**src/rtl/sfl_pkg.sv**
```systemverilog
`timescale 1ns / 1ps

package sfl_pkg;

  localparam int MAX_SLOTS   = 16;
  localparam int ID_W        = 4;
  localparam int CNT_W       = 5;
  localparam int RESET_SLOTS = (16 < MAX_SLOTS) ? 16 : MAX_SLOTS;
  localparam int QUEUE_DEPTH = 2;

  localparam logic [1:0] ACT_TAKE = 2'd0;
  localparam logic [1:0] ACT_GIVE = 2'd1;
  localparam logic [1:0] ACT_PEAK = 2'd2;

  typedef enum logic [1:0] {
    OP_TAKE = 2'd0,
    OP_GIVE = 2'd1,
    OP_PEAK = 2'd2,
    OP_NONE = 2'd3
  } op_t;

  typedef struct packed {
    op_t             op;
    logic [ID_W-1:0] slot_id;
  } cmd_t;

  typedef struct packed {
    logic             granted;
    logic [ID_W-1:0]  granted_id;
    logic             dropped;
    logic [CNT_W-1:0] free_count;
    logic [CNT_W-1:0] active_count;
    logic [CNT_W-1:0] peak_active;
  } res_t;

  function automatic logic [ID_W-1:0] ring_next(input logic [ID_W-1:0] p);
    ring_next = (p == ID_W'(MAX_SLOTS - 1)) ? '0 : p + 1'b1;
  endfunction

  function automatic logic [CNT_W-1:0] active_of(input logic [CNT_W-1:0] slots,
                                                 input logic [CNT_W-1:0] free);
    active_of = (slots >= free) ? slots - free : '0;
  endfunction

endpackage

```
**src/rtl/sfl_if.sv**
```systemverilog
`timescale 1ns / 1ps

interface sfl_in_if;
  logic                     valid;
  logic                     ready;
  logic [1:0]               action;
  logic [sfl_pkg::ID_W-1:0] slot_id;

  modport source (output valid, action, slot_id, input ready);
  modport sink   (input valid, action, slot_id, output ready);
endinterface

interface sfl_out_if;
  logic                      valid;
  logic                      ready;
  logic                      granted;
  logic [sfl_pkg::ID_W-1:0]  granted_id;
  logic                      dropped;
  logic [sfl_pkg::CNT_W-1:0] free_count;
  logic [sfl_pkg::CNT_W-1:0] active_count;
  logic [sfl_pkg::CNT_W-1:0] peak_active;

  modport source (output valid, granted, granted_id, dropped, free_count, active_count,
                  peak_active, input ready);
  modport sink   (input valid, granted, granted_id, dropped, free_count, active_count,
                  peak_active, output ready);
endinterface

interface sfl_cfg_if;
  logic                      valid;
  logic                      ready;
  logic [sfl_pkg::CNT_W-1:0] pool_size;

  modport source (output valid, pool_size, input ready);
  modport sink   (input valid, pool_size, output ready);
endinterface

```
**src/rtl/sfl_front.sv**
```systemverilog
`timescale 1ns / 1ps

module sfl_front (
  sfl_in_if.sink        in_ch,
  output logic          push_valid,
  output sfl_pkg::cmd_t push_cmd,
  input  logic          push_ready
);

  sfl_pkg::op_t op;

  always_comb begin
    unique case (in_ch.action)
      sfl_pkg::ACT_TAKE: op = sfl_pkg::OP_TAKE;
      sfl_pkg::ACT_GIVE: op = sfl_pkg::OP_GIVE;
      sfl_pkg::ACT_PEAK: op = sfl_pkg::OP_PEAK;
      default:           op = sfl_pkg::OP_NONE;
    endcase
  end

  assign push_valid       = in_ch.valid;
  assign push_cmd.op      = op;
  assign push_cmd.slot_id = in_ch.slot_id;
  assign in_ch.ready      = push_ready;

endmodule

```
**src/rtl/sfl_queue.sv**
```systemverilog
`timescale 1ns / 1ps

module sfl_queue (
  input  logic          clk,
  input  logic          rst_n,
  input  logic          push_valid,
  input  sfl_pkg::cmd_t push_cmd,
  output logic          push_ready,
  output logic          pop_valid,
  output sfl_pkg::cmd_t pop_cmd,
  input  logic          pop_ready
);

  localparam int PTR_W = $clog2(sfl_pkg::QUEUE_DEPTH);
  localparam int CNT_W = $clog2(sfl_pkg::QUEUE_DEPTH + 1);

  sfl_pkg::cmd_t     entry_r [sfl_pkg::QUEUE_DEPTH];
  logic [PTR_W-1:0]  wr_ptr_r, wr_ptr_nxt;
  logic [PTR_W-1:0]  rd_ptr_r, rd_ptr_nxt;
  logic [CNT_W-1:0]  count_r, count_nxt;
  logic              push, pop;

  assign push_ready = (count_r != CNT_W'(sfl_pkg::QUEUE_DEPTH));
  assign pop_valid  = (count_r != '0);
  assign pop_cmd    = entry_r[rd_ptr_r];
  assign push       = push_valid && push_ready;
  assign pop        = pop_valid && pop_ready;

  always_comb begin
    wr_ptr_nxt = wr_ptr_r;
    rd_ptr_nxt = rd_ptr_r;
    count_nxt  = count_r;
    if (push) begin
      wr_ptr_nxt = (wr_ptr_r == PTR_W'(sfl_pkg::QUEUE_DEPTH - 1)) ? '0 : wr_ptr_r + 1'b1;
    end
    if (pop) begin
      rd_ptr_nxt = (rd_ptr_r == PTR_W'(sfl_pkg::QUEUE_DEPTH - 1)) ? '0 : rd_ptr_r + 1'b1;
    end
    if (push && !pop) begin
      count_nxt = count_r + 1'b1;
    end else if (pop && !push) begin
      count_nxt = count_r - 1'b1;
    end
  end

  always_ff @(posedge clk) begin
    if (!rst_n) begin
      wr_ptr_r <= '0;
      rd_ptr_r <= '0;
      count_r  <= '0;
    end else begin
      wr_ptr_r <= wr_ptr_nxt;
      rd_ptr_r <= rd_ptr_nxt;
      count_r  <= count_nxt;
    end
  end

  always_ff @(posedge clk) begin
    if (push) begin
      entry_r[wr_ptr_r] <= push_cmd;
    end
  end

  a_count_bound: assert property (@(posedge clk) disable iff (!rst_n)
    count_r <= CNT_W'(sfl_pkg::QUEUE_DEPTH))
    else $error("queue count above depth");

  a_pop_then_less: assert property (@(posedge clk) disable iff (!rst_n)
    (pop && !push) |=> (count_r == $past(count_r) - 1'b1))
    else $error("queue count did not drop on pop");

  a_push_then_more: assert property (@(posedge clk) disable iff (!rst_n)
    (push && !pop) |=> (count_r == $past(count_r) + 1'b1) && pop_valid)
    else $error("queue count did not rise on push");

endmodule

```
**src/rtl/sfl_back.sv**
```systemverilog
`timescale 1ns / 1ps

module sfl_back (
  input  logic          clk,
  input  logic          rst_n,
  input  logic          q_valid,
  input  sfl_pkg::cmd_t q_cmd,
  output logic          q_ready,
  sfl_cfg_if.sink       cfg_ch,
  sfl_out_if.source     out_ch
);

  localparam int ID_W  = sfl_pkg::ID_W;
  localparam int CNT_W = sfl_pkg::CNT_W;
  localparam int SLOTS = sfl_pkg::MAX_SLOTS;

  logic [ID_W-1:0]  ring_r [SLOTS];
  logic [SLOTS-1:0] filled_r, filled_nxt;
  logic [ID_W-1:0]  head_r, head_nxt;
  logic [ID_W-1:0]  tail_r, tail_nxt;
  logic [CNT_W-1:0] free_r, free_nxt;
  logic [CNT_W-1:0] peak_r, peak_nxt;
  logic [CNT_W-1:0] slots_r, slots_nxt;
  logic             out_valid_r;
  sfl_pkg::res_t    out_r, res;

  logic             pop, cfg_we, refill, ring_we;
  logic [CNT_W-1:0] cfg_sat, act_take;

  assign q_ready      = !out_valid_r || out_ch.ready;
  assign pop          = q_valid && q_ready;
  assign cfg_ch.ready = 1'b1;
  assign cfg_we       = cfg_ch.valid;
  assign cfg_sat      = (cfg_ch.pool_size > CNT_W'(SLOTS)) ? CNT_W'(SLOTS)
                                                           : cfg_ch.pool_size;
  // a zero count is ignored
  assign refill       = cfg_we && (cfg_ch.pool_size != '0);
  assign act_take     = sfl_pkg::active_of(slots_r, free_r - 1'b1);

  always_comb begin
    filled_nxt = filled_r;
    head_nxt   = head_r;
    tail_nxt   = tail_r;
    free_nxt   = free_r;
    peak_nxt   = peak_r;
    slots_nxt  = slots_r;
    ring_we    = 1'b0;
    res        = '0;
    if (pop) begin
      unique case (q_cmd.op)
        sfl_pkg::OP_TAKE: begin
          if (free_r != '0) begin
            res.granted    = 1'b1;
            // never-written entries still hold their refill id
            res.granted_id = filled_r[head_r] ? ring_r[head_r] : head_r;
            head_nxt       = sfl_pkg::ring_next(head_r);
            free_nxt       = free_r - 1'b1;
            if (act_take > peak_r) begin
              peak_nxt = act_take;
            end
          end
        end
        sfl_pkg::OP_GIVE: begin
          if (free_r >= CNT_W'(SLOTS)) begin
            res.dropped = 1'b1;
          end else begin
            ring_we              = 1'b1;
            filled_nxt[tail_r]   = 1'b1;
            tail_nxt             = sfl_pkg::ring_next(tail_r);
            free_nxt             = free_r + 1'b1;
          end
        end
        sfl_pkg::OP_PEAK: ;
        sfl_pkg::OP_NONE: ;
        default: ;
      endcase
      res.free_count   = free_nxt;
      res.active_count = sfl_pkg::active_of(slots_r, free_nxt);
      res.peak_active  = peak_nxt;
      if (q_cmd.op == sfl_pkg::OP_PEAK) begin
        peak_nxt = '0;
      end
    end
    if (refill) begin
      ring_we    = 1'b0;
      filled_nxt = '0;
      head_nxt   = '0;
      tail_nxt   = cfg_sat[ID_W-1:0];
      free_nxt   = cfg_sat;
      peak_nxt   = '0;
      slots_nxt  = cfg_sat;
    end
  end

  always_ff @(posedge clk) begin
    if (!rst_n) begin
      filled_r    <= '0;
      head_r      <= '0;
      tail_r      <= ID_W'(sfl_pkg::RESET_SLOTS % SLOTS);
      free_r      <= CNT_W'(sfl_pkg::RESET_SLOTS);
      peak_r      <= '0;
      slots_r     <= CNT_W'(sfl_pkg::RESET_SLOTS);
      out_valid_r <= 1'b0;
    end else begin
      filled_r <= filled_nxt;
      head_r   <= head_nxt;
      tail_r   <= tail_nxt;
      free_r   <= free_nxt;
      peak_r   <= peak_nxt;
      slots_r  <= slots_nxt;
      if (q_ready) begin
        out_valid_r <= pop;
      end
    end
  end

  always_ff @(posedge clk) begin
    if (ring_we) begin
      ring_r[tail_r] <= q_cmd.slot_id;
    end
    if (pop) begin
      out_r <= res;
    end
  end

  assign out_ch.valid        = out_valid_r;
  assign out_ch.granted      = out_r.granted;
  assign out_ch.granted_id   = out_r.granted_id;
  assign out_ch.dropped      = out_r.dropped;
  assign out_ch.free_count   = out_r.free_count;
  assign out_ch.active_count = out_r.active_count;
  assign out_ch.peak_active  = out_r.peak_active;

  a_free_bound: assert property (@(posedge clk) disable iff (!rst_n)
    free_r <= CNT_W'(SLOTS))
    else $error("free total above pool depth");

  a_take_grants: assert property (@(posedge clk) disable iff (!rst_n)
    (pop && q_cmd.op == sfl_pkg::OP_TAKE && free_r != '0)
      |=> out_valid_r && out_r.granted && (free_r == $past(free_r) - 1'b1
                                           || $past(refill)))
    else $error("take with free slots gave no grant");

  a_full_drop: assert property (@(posedge clk) disable iff (!rst_n)
    (pop && !refill && q_cmd.op == sfl_pkg::OP_GIVE && free_r == CNT_W'(SLOTS))
      |=> out_r.dropped && free_r == CNT_W'(SLOTS))
    else $error("give to full list not dropped");

  a_peak_clear: assert property (@(posedge clk) disable iff (!rst_n)
    (pop && q_cmd.op == sfl_pkg::OP_PEAK) |=> peak_r == '0)
    else $error("peak read did not clear the mark");

endmodule

```
**src/rtl/slot_free_list_allocator_top.sv**
```systemverilog
`timescale 1ns / 1ps

// Slot free-list allocator: a FIFO ring of free slot ids with a high-water mark
// of active slots. Each request word (take, give back, read-and-clear peak)
// is decoded and placed in a two-word queue; the execute stage updates the ring
// and counters and registers the result word. Sustained rate is one word per
// cycle while the output register is not stalled, set by the execute stage's one
// ring access per word; each accepted request passes through a queue entry and
// then the output register. Writing a nonzero pool size refills the list in
// that same cycle and must only be done while no request is in flight.
module slot_free_list_allocator_top (
  input  logic       clk,
  input  logic       rst_n,
  sfl_in_if.sink     in_ch,
  sfl_cfg_if.sink    cfg_ch,
  sfl_out_if.source  out_ch
);

  logic          push_valid, push_ready;
  sfl_pkg::cmd_t push_cmd;
  logic          q_valid, q_ready;
  sfl_pkg::cmd_t q_cmd;

  sfl_front u_front (
    .in_ch      (in_ch),
    .push_valid (push_valid),
    .push_cmd   (push_cmd),
    .push_ready (push_ready)
  );

  sfl_queue u_queue (
    .clk        (clk),
    .rst_n      (rst_n),
    .push_valid (push_valid),
    .push_cmd   (push_cmd),
    .push_ready (push_ready),
    .pop_valid  (q_valid),
    .pop_cmd    (q_cmd),
    .pop_ready  (q_ready)
  );

  sfl_back u_back (
    .clk     (clk),
    .rst_n   (rst_n),
    .q_valid (q_valid),
    .q_cmd   (q_cmd),
    .q_ready (q_ready),
    .cfg_ch  (cfg_ch),
    .out_ch  (out_ch)
  );

endmodule
```
**src/flat_wrapper.sv**
```systemverilog
// flat-port wrapper written by rule: the top's interface ports become plain ports
module slot_free_list_allocator_top_flat 
  (clk, rst_n, in_ch_valid, in_ch_action, in_ch_slot_id, in_ch_ready, cfg_ch_valid, cfg_ch_pool_size, cfg_ch_ready, out_ch_valid, out_ch_granted, out_ch_granted_id, out_ch_dropped, out_ch_free_count, out_ch_active_count, out_ch_peak_active, out_ch_ready);
  sfl_in_if in_ch_i ();
  sfl_cfg_if cfg_ch_i ();
  sfl_out_if out_ch_i ();
  input  logic clk;
  input  logic rst_n;
  input wire logic [$bits(in_ch_i.valid)-1:0] in_ch_valid;
  input wire logic [$bits(in_ch_i.action)-1:0] in_ch_action;
  input wire logic [$bits(in_ch_i.slot_id)-1:0] in_ch_slot_id;
  output wire logic [$bits(in_ch_i.ready)-1:0] in_ch_ready;
  input wire logic [$bits(cfg_ch_i.valid)-1:0] cfg_ch_valid;
  input wire logic [$bits(cfg_ch_i.pool_size)-1:0] cfg_ch_pool_size;
  output wire logic [$bits(cfg_ch_i.ready)-1:0] cfg_ch_ready;
  output wire logic [$bits(out_ch_i.valid)-1:0] out_ch_valid;
  output wire logic [$bits(out_ch_i.granted)-1:0] out_ch_granted;
  output wire logic [$bits(out_ch_i.granted_id)-1:0] out_ch_granted_id;
  output wire logic [$bits(out_ch_i.dropped)-1:0] out_ch_dropped;
  output wire logic [$bits(out_ch_i.free_count)-1:0] out_ch_free_count;
  output wire logic [$bits(out_ch_i.active_count)-1:0] out_ch_active_count;
  output wire logic [$bits(out_ch_i.peak_active)-1:0] out_ch_peak_active;
  input wire logic [$bits(out_ch_i.ready)-1:0] out_ch_ready;
  assign in_ch_i.valid = in_ch_valid;
  assign in_ch_i.action = in_ch_action;
  assign in_ch_i.slot_id = in_ch_slot_id;
  assign in_ch_ready = in_ch_i.ready;
  assign cfg_ch_i.valid = cfg_ch_valid;
  assign cfg_ch_i.pool_size = cfg_ch_pool_size;
  assign cfg_ch_ready = cfg_ch_i.ready;
  assign out_ch_valid = out_ch_i.valid;
  assign out_ch_granted = out_ch_i.granted;
  assign out_ch_granted_id = out_ch_i.granted_id;
  assign out_ch_dropped = out_ch_i.dropped;
  assign out_ch_free_count = out_ch_i.free_count;
  assign out_ch_active_count = out_ch_i.active_count;
  assign out_ch_peak_active = out_ch_i.peak_active;
  assign out_ch_i.ready = out_ch_ready;
  slot_free_list_allocator_top u_core (.clk(clk), .rst_n(rst_n), .in_ch(in_ch_i), .cfg_ch(cfg_ch_i), .out_ch(out_ch_i));
endmodule
```
**config.mk**
```make
export PLATFORM = sky130hd
export DESIGN_NAME = slot_free_list_allocator_top_flat
export DESIGN_NICKNAME = d
export VERILOG_FILES = /design/src/rtl/sfl_pkg.sv /design/src/rtl/sfl_if.sv /design/src/rtl/sfl_front.sv /design/src/rtl/sfl_queue.sv /design/src/rtl/sfl_back.sv /design/src/rtl/slot_free_list_allocator_top.sv /design/src/flat_wrapper.sv
export SDC_FILE = /design/constraint.sdc
export NUM_CORES = 1
export LEC_CHECK = 0
export BUFFER_PORTS_ARGS = -buffer_cell sky130_fd_sc_hd__buf_4
export CAP_MARGIN = 15
export CORE_MARGIN = 5
export CORE_UTILIZATION = 55
export CTS_CLUSTER_DIAMETER = 40
export DETAILED_ROUTE_END_ITERATION = 12
export PLACE_DENSITY = 0.73
export REMOVE_ABC_BUFFERS = 1
export SYNTH_ARGS = -nofsm -noshare
export SYNTH_HDL_FRONTEND = slang
export SYNTH_SLANG_ARGS = --single-unit
```
**constraint.sdc**
```tcl
create_clock -name clk -period 4.7 [get_ports clk]
set_clock_uncertainty 0.2 [all_clocks]
set_input_delay 0.94 -clock clk [delete_from_list [all_inputs] [get_ports clk]]
set_output_delay 0.94 -clock clk [all_outputs]
set_load 0.1 [all_outputs]
```
# Word-level counts from Yosys, hierarchy flattened
# Memories as Yosys holds them, arrays and structs flattened. A register that Yosys moved wholly into a read port is not among the register bits.
# Cells that the tools add are included.
[classes]
n_addsub = 10
order_cmp = 8
n_eq_ne = 8
n_mux = 42
bitwise = 3
n_reduce_logical = 23
[ops]
columns = ["operator", "n"]
rows = [
  ["$mux W5", 12],
  ["$mux W4", 9],
  ["$or A16 B16 Y16", 1],
  ["$mux W1", 15],
  ["$ge A5 B5 Y1", 2],
  ["$lt A4 B5 Y1 const B", 2],
  ["$pmux W5 S2", 1],
  ["$reduce_bool A5 Y1", 2],
  ["$sub A5 B5 Y5", 2],
  ["$reduce_and A3 Y1", 3],
  ["$add A4 B1 Y4 const B", 2],
  ["$eq A4 B4 Y1 const B", 2],
  ["$reduce_bool A2 Y1", 4],
  ["$logic_and A1 B1 Y1", 6],
  ["$pmux W2 S3", 1],
  ["$add A5 B1 Y5 const B", 1],
  ["$ge A5 B5 Y1 const B", 1],
  ["$gt A5 B5 Y1", 1],
  ["$gt A5 B5 Y1 const B", 1],
  ["$sub A5 B1 Y5 const B", 1],
  ["$bmux W1 S4", 1],
  ["$demux W1 S4", 1],
  ["$eq A2 B1 Y1 const B", 2],
  ["$eq A2 B2 Y1 const B", 2],
  ["other kinds (12)", 19],
]
[word_totals]
reg_bits = 65
ram_bits = 76
out_inout_bits = 24
mem_count = 2
[mem_list]
columns = ["name", "depth", "word_bits", "read_ports", "rd_clocked_by_memory_dff", "write_ports", "line", "rtl"]
rows = [
  ["u_core.u_back.ring_r", 16, 4, 1, 1, 1, "sfl_back.sv:17", "logic [ID_W-1:0] ring_r [SLOTS];"],
  ["u_core.u_queue.entry_r", 2, 6, 1, 1, 1, "sfl_queue.sv:17", "sfl_pkg::cmd_t entry_r [sfl_pkg::QUEUE_DEPTH];"],
]

# Logic depth before layout (Yosys ltp)
# Gate-level depths: netlist of run 1.
[depth]
ltp_word = 8
ltp_mapped = 16
depth_no_buf = 16

# Hierarchy
# A second synthesis of run 1 with hierarchy kept.
[unflattened]
cells_unflattened = 532
area_unflattened_um2 = 6696.4
[modules_own_cells]
columns = ["module", "n_inst", "cells_per_inst", "area_per_inst_um2", "seq_area_each_um2"]
rows = [
  ["sfl_back", 1, 481, 5969.5, 3433.3],
  ["sfl_queue", 1, 43, 674.4, 460.4],
  ["sfl_front", 1, 8, 52.6, 0.0],
]

# Worst setup path after synthesis of run 1
# Ideal clock, no wire load.
[synth_timing]
path_type = "reg-to-reg"
start = "register u_core.u_back.free_r[0]"
end = "register u_core.u_back.peak_r[0]"
arrival_time_ns = 3.120
t_required_ns = 4.372
setup_slack_ns = 1.253
path_stages_with_launch = 16
path_buffers = 0
cell_sequence = "dfxtp_1 inv_1 ha_1 xnor2_1 ha_1 nor2b_1 o21ai_0 a21oi_1 a41o_1 ha_1 nand4_1 o221ai_1 o211ai_2 a21o_1 a22oi_1 nor2_1"
[synth_between]
elab_chain_cells = 8
[synth_lines]
columns = ["item", "line", "rtl"]
rows = [
  ["from (decl)", "sfl_back.sv:21", "logic [CNT_W-1:0] free_r, free_nxt;"],
  ["from (signal assigned)", "sfl_back.sv:100", "free_r <= CNT_W'(sfl_pkg::RESET_SLOTS);"],
  ["from (signal assigned)", "sfl_back.sv:108", "free_r <= free_nxt;"],
  ["$sub A5 B1 Y5", "sfl_back.sv:38", "assign act_take = sfl_pkg::active_of(slots_r, free_r - 1'b1);"],
  ["$sub A5 B5 Y5 / $ge A5 B5 Y1 (equally long branches)", "sfl_pkg.sv:42", "active_of = (slots >= free) ? slots - free : '0;"],
  ["$mux W5", "sfl_pkg.sv:42", ""],
  ["$gt A5 B5 Y1", "sfl_back.sv:58", "if (act_take > peak_r) begin"],
  ["$mux W5", "sfl_back.sv:58", ""],
  ["$mux W5 *", "sfl_back.sv:52", "if (free_r != '0) begin"],
  ["$mux W5 *", "sfl_back.sv:50", "unique case (q_cmd.op)"],
  ["$mux W5 *", "sfl_back.sv:80", "if (q_cmd.op == sfl_pkg::OP_PEAK) begin"],
  ["to (signal assigned)", "sfl_back.sv:109", "peak_r <= peak_nxt;"],
  ["to (decl)", "sfl_back.sv:22", "logic [CNT_W-1:0] peak_r, peak_nxt;"],
]
# Every way passes the cells marked *; elsewhere a longest branch is shown, timed or not.
# A chain may end at the register's enable or synchronous reset.

==> impl_metrics.toml, run 1 <==
[cells_and_area]
fillCellCount = 875
nets = 615
drive_gt1_share_pct = 17.2
area_growth_pct = 13.8
finalInstanceArea_um2 = 7610
num_antenna_cells = 0

[placed_design]
io_buffers = 38
dpl.hpwl_um = 9470
place_area_um2 = 7050
gp_congestion = 0.850

[sta]
period_share_pct = 83.6
slew_headroom_pct = 38.5
rsz0062_at_grt = "no"
setup_tns_ns = 0
setup_violations = 0
post-route-min-period_ns = 3.93
slew_violations = 0
worst_pin_slew_ns = 0.921
max_freq_mhz = 255
final-hold-violation-count = 0

[floorplan]
coreArea_um2 = 12000
rows = 40
dieArea_um2 = 14500
initial_utilization_pct = 55.9
fp.dieW_um = 120
die_height_um = 120
ios = 40

[yosys]
synthTopCellsByArea = "edfxtp_1 44%, dfxtp_1 15%, mux4_1 5.1%, ha_1 4.3%, nor2_1 3.5%"
yosys-top-cells-count = "97 x edfxtp_1, 62 x nor2_1, 49 x dfxtp_1, 45 x nand2_1, 44 x a21oi_1"
synth_area_per_cell_um2 = 12.5
ys_seq_elements = 146
ys.flop_type = "edfxtp_1"
netlist_area_um2 = 6680
synth_top_area_cell = "edfxtp_1"
syn-instance-count = 536
ys_seq_area_share_pct = 58.3
synth_top_area_share_pct = 43.6
synth_warnings = 0
yosysMostFrequentCell = "edfxtp_1"
async_reset_ff_share_pct = 0
synth_cell_types = 57
synth-edff-count = 97

[pwr]
power_leakage_nw = 2.74
power.density_nw_per_um2 = 598
ir_worst_vdd_mv = 0.488

[global_routing]
grt_use_total_pct = 19.3
grt_antenna_before_repair = 0
grt_overflow = 0
grt_pass1_wl_um = 21400
grt_start_max_net_pins = 37
grt_pass1_vias = 4218

[routing]
drt_first_pass_iters = 6
drc_errors = 0
wl_per_cell_um = 18.3
postRouteAntennaNets = 0
drt_iter0_drc = 257
totalWireLength_um = 13400
drt-vias-per-instance = 5.80
route.vias.total = 4258

[clock_network]
cts_tree = "yes"
cts-resized-gates = 0
clock_path_buffers = 2
cts_buffers = 17
cts-root-buf = "clkbuf_16"
clk_pin_slew_ns = 0.06
clock_latency_ns = 0.43
cts_sinks = 146
postCtsSetupBuffers = 0
htree_num_levels = 4
cts_hold_buf = 0

[job]
cap_violations = 0

[critical_path]
cp-start-kind = "flop"
worstPathRequired_ns = 4.67
crit_type = "flop to flop"
critPathMaxFanout = 7
worst_setup_path_end_kind = "flop"
worst_ep_arrival_time_ns = 3.90

[run_status]
status = "completed"

[worst_hold_path]
hp-class = "flop to flop"
-- final timing paths --
| check | start | endpoint | slack, ns | cells after the start |
|---|---|---|---|---|
| hold reg to reg | u_core.u_back.slots_r[0]$_SDFFE_PN0P_ | u_core.u_back.slots_r[0]$_SDFFE_PN0P_ | 0.27 | 2 |
| setup reg to reg | u_core.u_back.free_r[0]$_SDFFE_PN0P_ | u_core.u_back.out_ch.peak_active[3]$_DFFE_PP_ | 0.77 | 12 |
| setup / recovery | u_core.u_back.free_r[0]$_SDFFE_PN0P_ | u_core.u_back.out_ch.peak_active[3]$_DFFE_PP_ | 0.77 | 12 |
| hold / removal | u_core.u_back.slots_r[0]$_SDFFE_PN0P_ | u_core.u_back.slots_r[0]$_SDFFE_PN0P_ | 0.27 | 2 |
-- cells in the final DEF (no fill, tap or decap), types with 3 or more instances in the layout --
master,synthesis,routed
a21o_1,7,7
a21oi_1,44,44
a22oi_1,6,6
a31oi_1,3,3
a41o_1,3,3
and2_1,3,3
and3_1,5,5
buf_4,2,42
clkbuf_16,0,17
clkinv_2,0,3
dfxtp_1,49,49
edfxtp_1,97,97
ha_1,23,23
inv_1,24,24
inv_6,0,4
mux2_2,9,9
mux2i_1,5,5
mux4_1,13,13
mux4_2,10,10
nand2_1,45,45
nand2b_1,5,5
nand3_1,10,10
nor2_1,62,62
nor2b_1,8,8
nor3_1,8,8
o21ai_0,20,20
o21ai_1,5,5
xnor2_1,6,6
xor2_1,7,7
-- state kept, by name (all words and copies together) (netlist names), named ones only --
| name | count |
|---|---|
| u_core.u_queue.wr_ptr_r | 1 |
| u_core.u_back.ring_r | 64 |
| u_core.u_back.out_ch.peak_active | 5 |
| u_core.u_back.out_ch.valid | 1 |
| u_core.u_queue.entry_r | 12 |
| u_core.u_back.out_ch.granted | 1 |
| u_core.u_back.out_ch.dropped | 1 |
| u_core.u_back.slots_r | 5 |
| u_core.u_back.out_ch.active_count | 5 |
| u_core.u_queue.rd_ptr_r | 1 |
| u_core.u_back.filled_r | 16 |
| u_core.u_back.out_ch.free_count | 5 |
| u_core.u_back.free_r | 5 |
| u_core.u_back.tail_r | 4 |
| u_core.u_back.out_ch.granted_id | 4 |
| u_core.u_queue.count_r | 2 |
| u_core.u_back.head_r | 4 |
| u_core.u_back.peak_r | 5 |
-- cells by family after synthesis --
| family | count (synthesis) | synth area share (%) |
|---|---|---|
| multiplexers | 38 | 11.0 |
| buffers and inverters | 49 | 3.48 |
| other | 1 | 0.0561 |
| XOR/XNOR | 13 | 1.70 |
| adder cells (fa/ha/maj) | 25 | 4.90 |
| flip-flops | 146 | 58.3 |
| AO/OA/AOI/OAI | 103 | 9.45 |
| AND/OR/NAND/NOR | 161 | 11.2 |
-- metal layers --
metal / share of wire, % / global-route usage [%] / up-vias
met5: 0 / 0 / -
met4: 1.6 / 6.87 / 0
met3: 5.5 / 5.66 / 21
met2: 50 / 32.3 / 119
met1: 43 / 23.9 / 2065
li1: - / - / 2053
-- final cells by class --
cell class | count | area [um^2] | share of cell area, %
inverter | 26 | 100 | 1.32
tap | 147 | 184 | 2.42
sequential | 146 | 3890 | 51.2
clock buffer | 18 | 429 | 5.64
multi-input combinational | 341 | 2560 | 33.6
clock inverter | 14 | 129 | 1.69
timing repair buffer | 42 | 315 | 4.14
-- metrics by stage --
step	instances	util, %	setup slack, ns	hold WS [ns]	power, mW
after global routing	734	63.6	0.314	0.301	4.73
after global placement	702	58.9	1.03	0.244	3.26
after detailed placement	702	58.9	0.820	0.255	3.30
final	734	63.6	0.771	0.266	4.55
after CTS	734	63.6	0.803	0.264	4.57
after floorplan	513	-	1.24	0.231	2.94
-- worst max-delay path, stage by stage, from the launching register on --
cell and delay (ns):
dfxtp_1 0.45, inv_1 0.10, ha_1 0.30, xnor2_1 0.16, ha_1 0.36, o21ai_0 0.15
o21a_1 0.23, nor4_1 0.44, ha_1 0.35, a21oi_1 0.20, o221ai_1 0.17, o211ai_2 0.19
mux2_2 0.39
-- power breakdown --
| group | switching, mW | internal (mW) | leakage, nW |
|---|---|---|---|
| combinational | 1.20 | 0.400 | 1.18 |
| sequential | 0.0811 | 1.59 | 1.29 |
| clock | 0.540 | 0.734 | 0.269 |
No activity file was read; power rests on OpenSTA's default activity.
==> inputs of run 2 (changes only) <==
clock period = 4.1 ns   (was 4.7 ns; I/O delays follow)
==> run 2 against run 1 <==
  * Routed wire length is 0.85% higher
  * Final cell count is 0.41% higher
  * Flip-flop and latch count stayed put
  * Global-route usage is 0.60 points higher
  * First-iteration DRC count is 20% higher
  * Sequential power is 14% higher
  * Clock-buffer cell count stayed put
  * Power is 19% higher
  * Clock power is 29% higher
  * Worst hold slack better by 0.0060 ns
  * Utilization is 0.84 points higher
  * Register-to-register slack worse by 0.54 ns
  * Critical path type unchanged
  * Largest cell class unchanged
==> impl_metrics.toml, run 2 (synthesis gave the netlist of run 1 again) <==
[cells_and_area]
area_growth_pct = 15.3
drive_gt1_share_pct = 17.8
nets = 618
final_common_cell = "edfxtp_1"
final_cell_mix = "97 x edfxtp_1, 62 x nor2_1, 49 x dfxtp_1"
largest_reg_flops = 64
seq_area_um2 = 3890
regMostFlops = "u_core.u_back.ring_r"
multiInputGateArea_um2 = 2560
num_antenna_cells = 0
largest_registers = "u_core.u_back.ring_r: 64 flops, u_core.u_back.filled_r: 16 flops, u_core.u_queue.entry_r: 12 flops"
fillCellCount = 876

[placed_design]
place_ws_ns = 0.244
gp_congestion = 0.838
dpl.hpwl_um = 9470
io_buffers = 38

[clock_network]
htree_num_levels = 4
cts_buffers = 17
clock_path_buffers = 2
clk_pin_slew_ns = 0.06
cts_hold_buf = 0
clock_latency_ns = 0.41
cts-root-buf = "clkbuf_16"
cts_sinks = 146
cts_tree = "yes"

[floorplan]
rows = 40
dieArea_um2 = 14500
fp.dieW_um = 120
initial_utilization_pct = 55.9
die_height_um = 120
coreArea_um2 = 12000
ios = 40

[routing]
totalWireLength_um = 13500
route.vias.total = 4304
drt_first_pass_iters = 5
wl_per_cell_um = 18.4
drt-vias-per-instance = 5.84
postRouteAntennaNets = 0
drt_iter0_drc = 308
drc_errors = 0

[run_status]
status = "completed"

[critical_path]
rrSetupSlack_ns = 0.23
cp_slowest_stage_delay_ns = 0.44
worst_ep_arrival_time_ns = 3.83
cp-start-kind = "flop"
path_cells = "inv_1, ha_2, inv_1, fa_1, nor2b_1, o21ai_0, a41o_1, ha_1, nand4_1, o221ai_1, o211ai_2, buf_4, mux2_2"
cp_num_buf_inv = 3
worst_setup_path_end_kind = "flop"
crit_slowest_cell = "dfxtp_1"
cp_top_family = "adder cells"
crit_type = "flop to flop"
cpMostUsedCell = "inv_1"
critPathMaxFanout = 6
worstPathRequired_ns = 4.07

[sta]
period_share_pct = 94.3
post-route-min-period_ns = 3.87
setup_violations = 0
slew_headroom_pct = 37.7
max_freq_mhz = 259
worst_pin_slew_ns = 0.933
final-hold-violation-count = 0
slew_violations = 0
rsz0062_at_grt = "no"
setup_ws_ns = 0.234
setup_tns_ns = 0

[global_routing]
grt_pass1_vias = 4244
grt_overflow = 0
grt_start_max_net_pins = 37
grt_use_total_pct = 19.9
grt_antenna_before_repair = 0
grt_pass1_wl_um = 22300

[job]
cap_violations = 0

[pwr]
power_leakage_nw = 2.78
power.density_nw_per_um2 = 702
power_mw = 5.41
ir_worst_vdd_mv = 0.473

[worst_hold_path]
hp-class = "flop to flop"
[run 2: path summary, 6_finish.rpt]
kind,startpoint,end,depth (start not counted)
min,u_core.u_back.filled_r[15]$_SDFFE_PP0P_,u_core.u_back.filled_r[15]$_SDFFE_PP0P_,2
max reg2reg,u_core.u_back.free_r[0]$_SDFFE_PN0P_,u_core.u_back.out_ch.peak_active[1]$_DFFE_PP_,13
min reg2reg,u_core.u_back.filled_r[15]$_SDFFE_PP0P_,u_core.u_back.filled_r[15]$_SDFFE_PP0P_,2
max,u_core.u_back.free_r[0]$_SDFFE_PN0P_,u_core.u_back.out_ch.peak_active[1]$_DFFE_PP_,13
[run 2: what timing repair did]
| action | 4_1_cts | 5_1_grt |
|---|---|---|
| resized for setup | 0 | 1 |
| setup endpoints to repair | 0 | 4 |
| buffers inserted | 0 | 2 |
[run 2: routing by layer]
metal  wire length [um]  global-route usage [%]  up-vias  share of wire [%]
li1                   -                       -     2059                  -
met1               5790                    25.5     2136                 43
met5                  0                       0        -                  0
met4                161                    6.87        0                1.2
met2               6910                    33.1       98                 51
met3                675                    4.91       11                5.0
[run 2: through the flow]
stage	utilization, %	instances	hold slack, ns	cell area [um^2]
final	64.4	737	0.272	7710
after global routing	64.4	737	0.294	7710
after CTS	64.3	735	0.272	7690
after detailed placement	59.0	703	0.249	7060
after global placement	59.0	703	0.245	7060
after floorplan	-	513	0.231	6550
[run 2: cell type report]
type	instances	share of cell area, %
flip-flops and latches	146	50.5
multi-input cells	341	33.2
well taps	147	2.39
clock inverters	14	2.65
inverters	26	1.30
repair buffers	45	4.38
clock buffers	18	5.57
[run 2: tightest hold or removal path: cells and delay by family, from the launching register on]
family / cells / cell delay, ns
flops: 1 / 0.32
simple gates: 1 / 0.07
compound gates: 1 / 0.04
[run 2: report_power, final]
part	total [mW]	switching, mW	internal [mW]
combinational	1.85	1.38	0.474
clock	1.64	0.613	1.03
sequential	1.92	0.0901	1.83
total	5.41	2.08	3.33
==> inputs of run 3 (changes only) <==
CORE_UTILIZATION = 32   (was 55)
PLACE_DENSITY = default   (was 0.73)
==> run 3 against run 2 <==
  * Critical path depth up 1
  * Via count fell by 0.37%
  * Flip-flop and latch count unchanged
  * Die area is 65% higher
  * Critical path type unchanged
==> impl_metrics.toml, run 3 (synthesis gave the netlist of run 1 again) <==
[routing]
drc_errors = 0
drt_first_pass_iters = 4
totalWireLength_um = 14000
wl_per_cell_um = 16.3
postRouteAntennaNets = 0
drt_iter0_drc = 256
route.vias.total = 4288
drt-vias-per-instance = 4.99

[worst_hold_path]
hp-class = "flop to flop"
hp-start = "u_core.u_back.slots_r[0]$_SDFFE_PN0P_"

[sta]
slew_headroom_pct = 36.1
worst_pin_slew_ns = 0.958
slew_violations = 0
post-route-min-period_ns = 3.77
period_share_pct = 92.0
whs_ns = 0.262
rsz0062_at_grt = "no"
max_freq_mhz = 265
final-hold-violation-count = 0
setup_violations = 0
setup_tns_ns = 0

[pwr]
p_clk_share_pct = 29.1
p_sw_mw = 2.11
power.density_nw_per_um2 = 680
power_mw = 5.32
ir_worst_vdd_mv = 0.368
p_comb_share_pct = 34.8
power_leakage_nw = 2.77
seqPwrFrac_pct = 36.1
p_int_mw = 3.21
p_sw_share_pct = 39.7

[cells_and_area]
finalCoreUtilization_pct = 38.3
drive_gt1_share_pct = 18.0
regMostFlops = "u_core.u_back.ring_r"
num_antenna_cells = 0
area_growth_pct = 17.1
nets = 617
largest_reg_flops = 64
finalInstanceArea_um2 = 7830
fillCellCount = 1957
final_common_cell = "edfxtp_1"
largest_registers = "u_core.u_back.ring_r: 64 flops, u_core.u_back.filled_r: 16 flops, u_core.u_queue.entry_r: 12 flops"
final_cell_mix = "97 x edfxtp_1, 62 x nor2_1, 48 x dfxtp_1"

[floorplan]
die_height_um = 155
fp.dieW_um = 155
coreArea_um2 = 20400
initial_utilization_pct = 32.7
dieArea_um2 = 23900
rows = 52
ios = 40

[placed_design]
place_area_um2 = 7220
io_buffers = 38
gp_congestion = 0.805
dpl.hpwl_um = 10000

[global_routing]
grt_use_total_pct = 12.2
grt_pass1_vias = 4274
grt_overflow = 0
grt_antenna_before_repair = 0
grt_start_max_net_pins = 37
grt_pass1_wl_um = 23000

[clock_network]
cts-root-buf = "clkbuf_16"
cts_buffers = 17
htree_num_levels = 4
clock_path_buffers = 2
clock_latency_ns = 0.42
clk_pin_slew_ns = 0.06
cts_sinks = 146
cts_tree = "yes"

[critical_path]
cp_slowest_stage_delay_ns = 0.45
path_cells = "inv_1, ha_1, inv_1, fa_1, nor2b_1, o21ai_1, a41o_1, ha_1, nand4_1, o221ai_1, o211ai_2, a21o_1, a22oi_1, nor2_1"
crit_slowest_cell = "dfxtp_1"
cp-start-kind = "flop"
startpoint = "u_core.u_back.free_r[1]$_SDFFE_PN0P_"
critPathMaxFanout = 7
worst_ep_arrival_time_ns = 3.87
cp_num_buf_inv = 2
crit_type = "flop to flop"
cp_top_family = "compound AO/OA/AOI/OAI gates"
worstPathRequired_ns = 4.20
worst_setup_path_end_kind = "flop"
rr_startpoint = "u_core.u_back.free_r[1]$_SDFFE_PN0P_"

[job]
cap_violations = 0

[run_status]
status = "completed"
[run 3: cell types whose count changed in the layout (fill, tap and decap cells not counted), sizes merged]
| cell | delta |
|---|---|
| inv | +3 |
| buf | -1 |
| clkbuf | -1 |
| bufinv | -2 |
| clkinv | +1 |
| clkinvlp | -1 |
[run 3: power by group through the flow]
stage	Sequential (mW)	Clock (mW)	Combinational, mW
2_1_floorplan	2.68	0	0.685
3_3_place_gp	1.95	0	1.82
3_5_place_dp	1.95	0	1.86
4_1_cts	1.92	1.59	1.86
5_1_grt	1.94	1.66	1.98
6_report	1.92	1.55	1.85
[run 3: area by class of cell]
type | instances | area [um^2] | area share (%)
inverter | 26 | 100 | 1.28
clock inverter | 15 | 173 | 2.21
multi-input combinational | 341 | 2560 | 32.8
clock buffer | 17 | 425 | 5.44
sequential | 146 | 3890 | 49.8
timing repair buffer | 44 | 330 | 4.22
tap | 270 | 338 | 4.32
[run 3: stage by stage]
step	setup WS, ns	cells
final	0.327	859
after global placement	0.391	827
after detailed placement	0.157	827
after CTS	0.130	859
after floorplan	0.636	513
after global routing	0.0371	859
[run 3: repair_timing]
item,4_1_cts,5_1_grt
gates resized for setup,0,3
setup endpoints to repair,0,10
setup buffers,0,0
hold buffers,0,0
[run 3: worst paths after layout]
kind | end | slack [ns] | cells after the start
worst min-delay path | u_core.u_back.slots_r[0]$_SDFFE_PN0P_ | 0.26 | 2
worst min register to register | u_core.u_back.slots_r[0]$_SDFFE_PN0P_ | 0.26 | 2
worst max register to register | u_core.u_back.peak_r[2]$_SDFFE_PP0P_ | 0.33 | 14
worst max-delay path | u_core.u_back.peak_r[2]$_SDFFE_PP0P_ | 0.33 | 14
[run 3: layer usage]
layer | vias to the layer above | part of all wire (%) | track usage, % | wire length, um
met4 | 0 | 1.6 | 4.25 | 218
li1 | 2056 | - | - | -
met2 | 119 | 46 | 18.5 | 6460
met1 | 2094 | 47 | 16.7 | 6610
met5 | - | 0 | 0 | 0
met3 | 19 | 5.3 | 3.41 | 740
[run 3: tightest hold or removal path: stages, from the launching register on]
cell and delay, ns:
dfxtp_1 0.31, nand2_1 0.05, a21oi_1 0.05
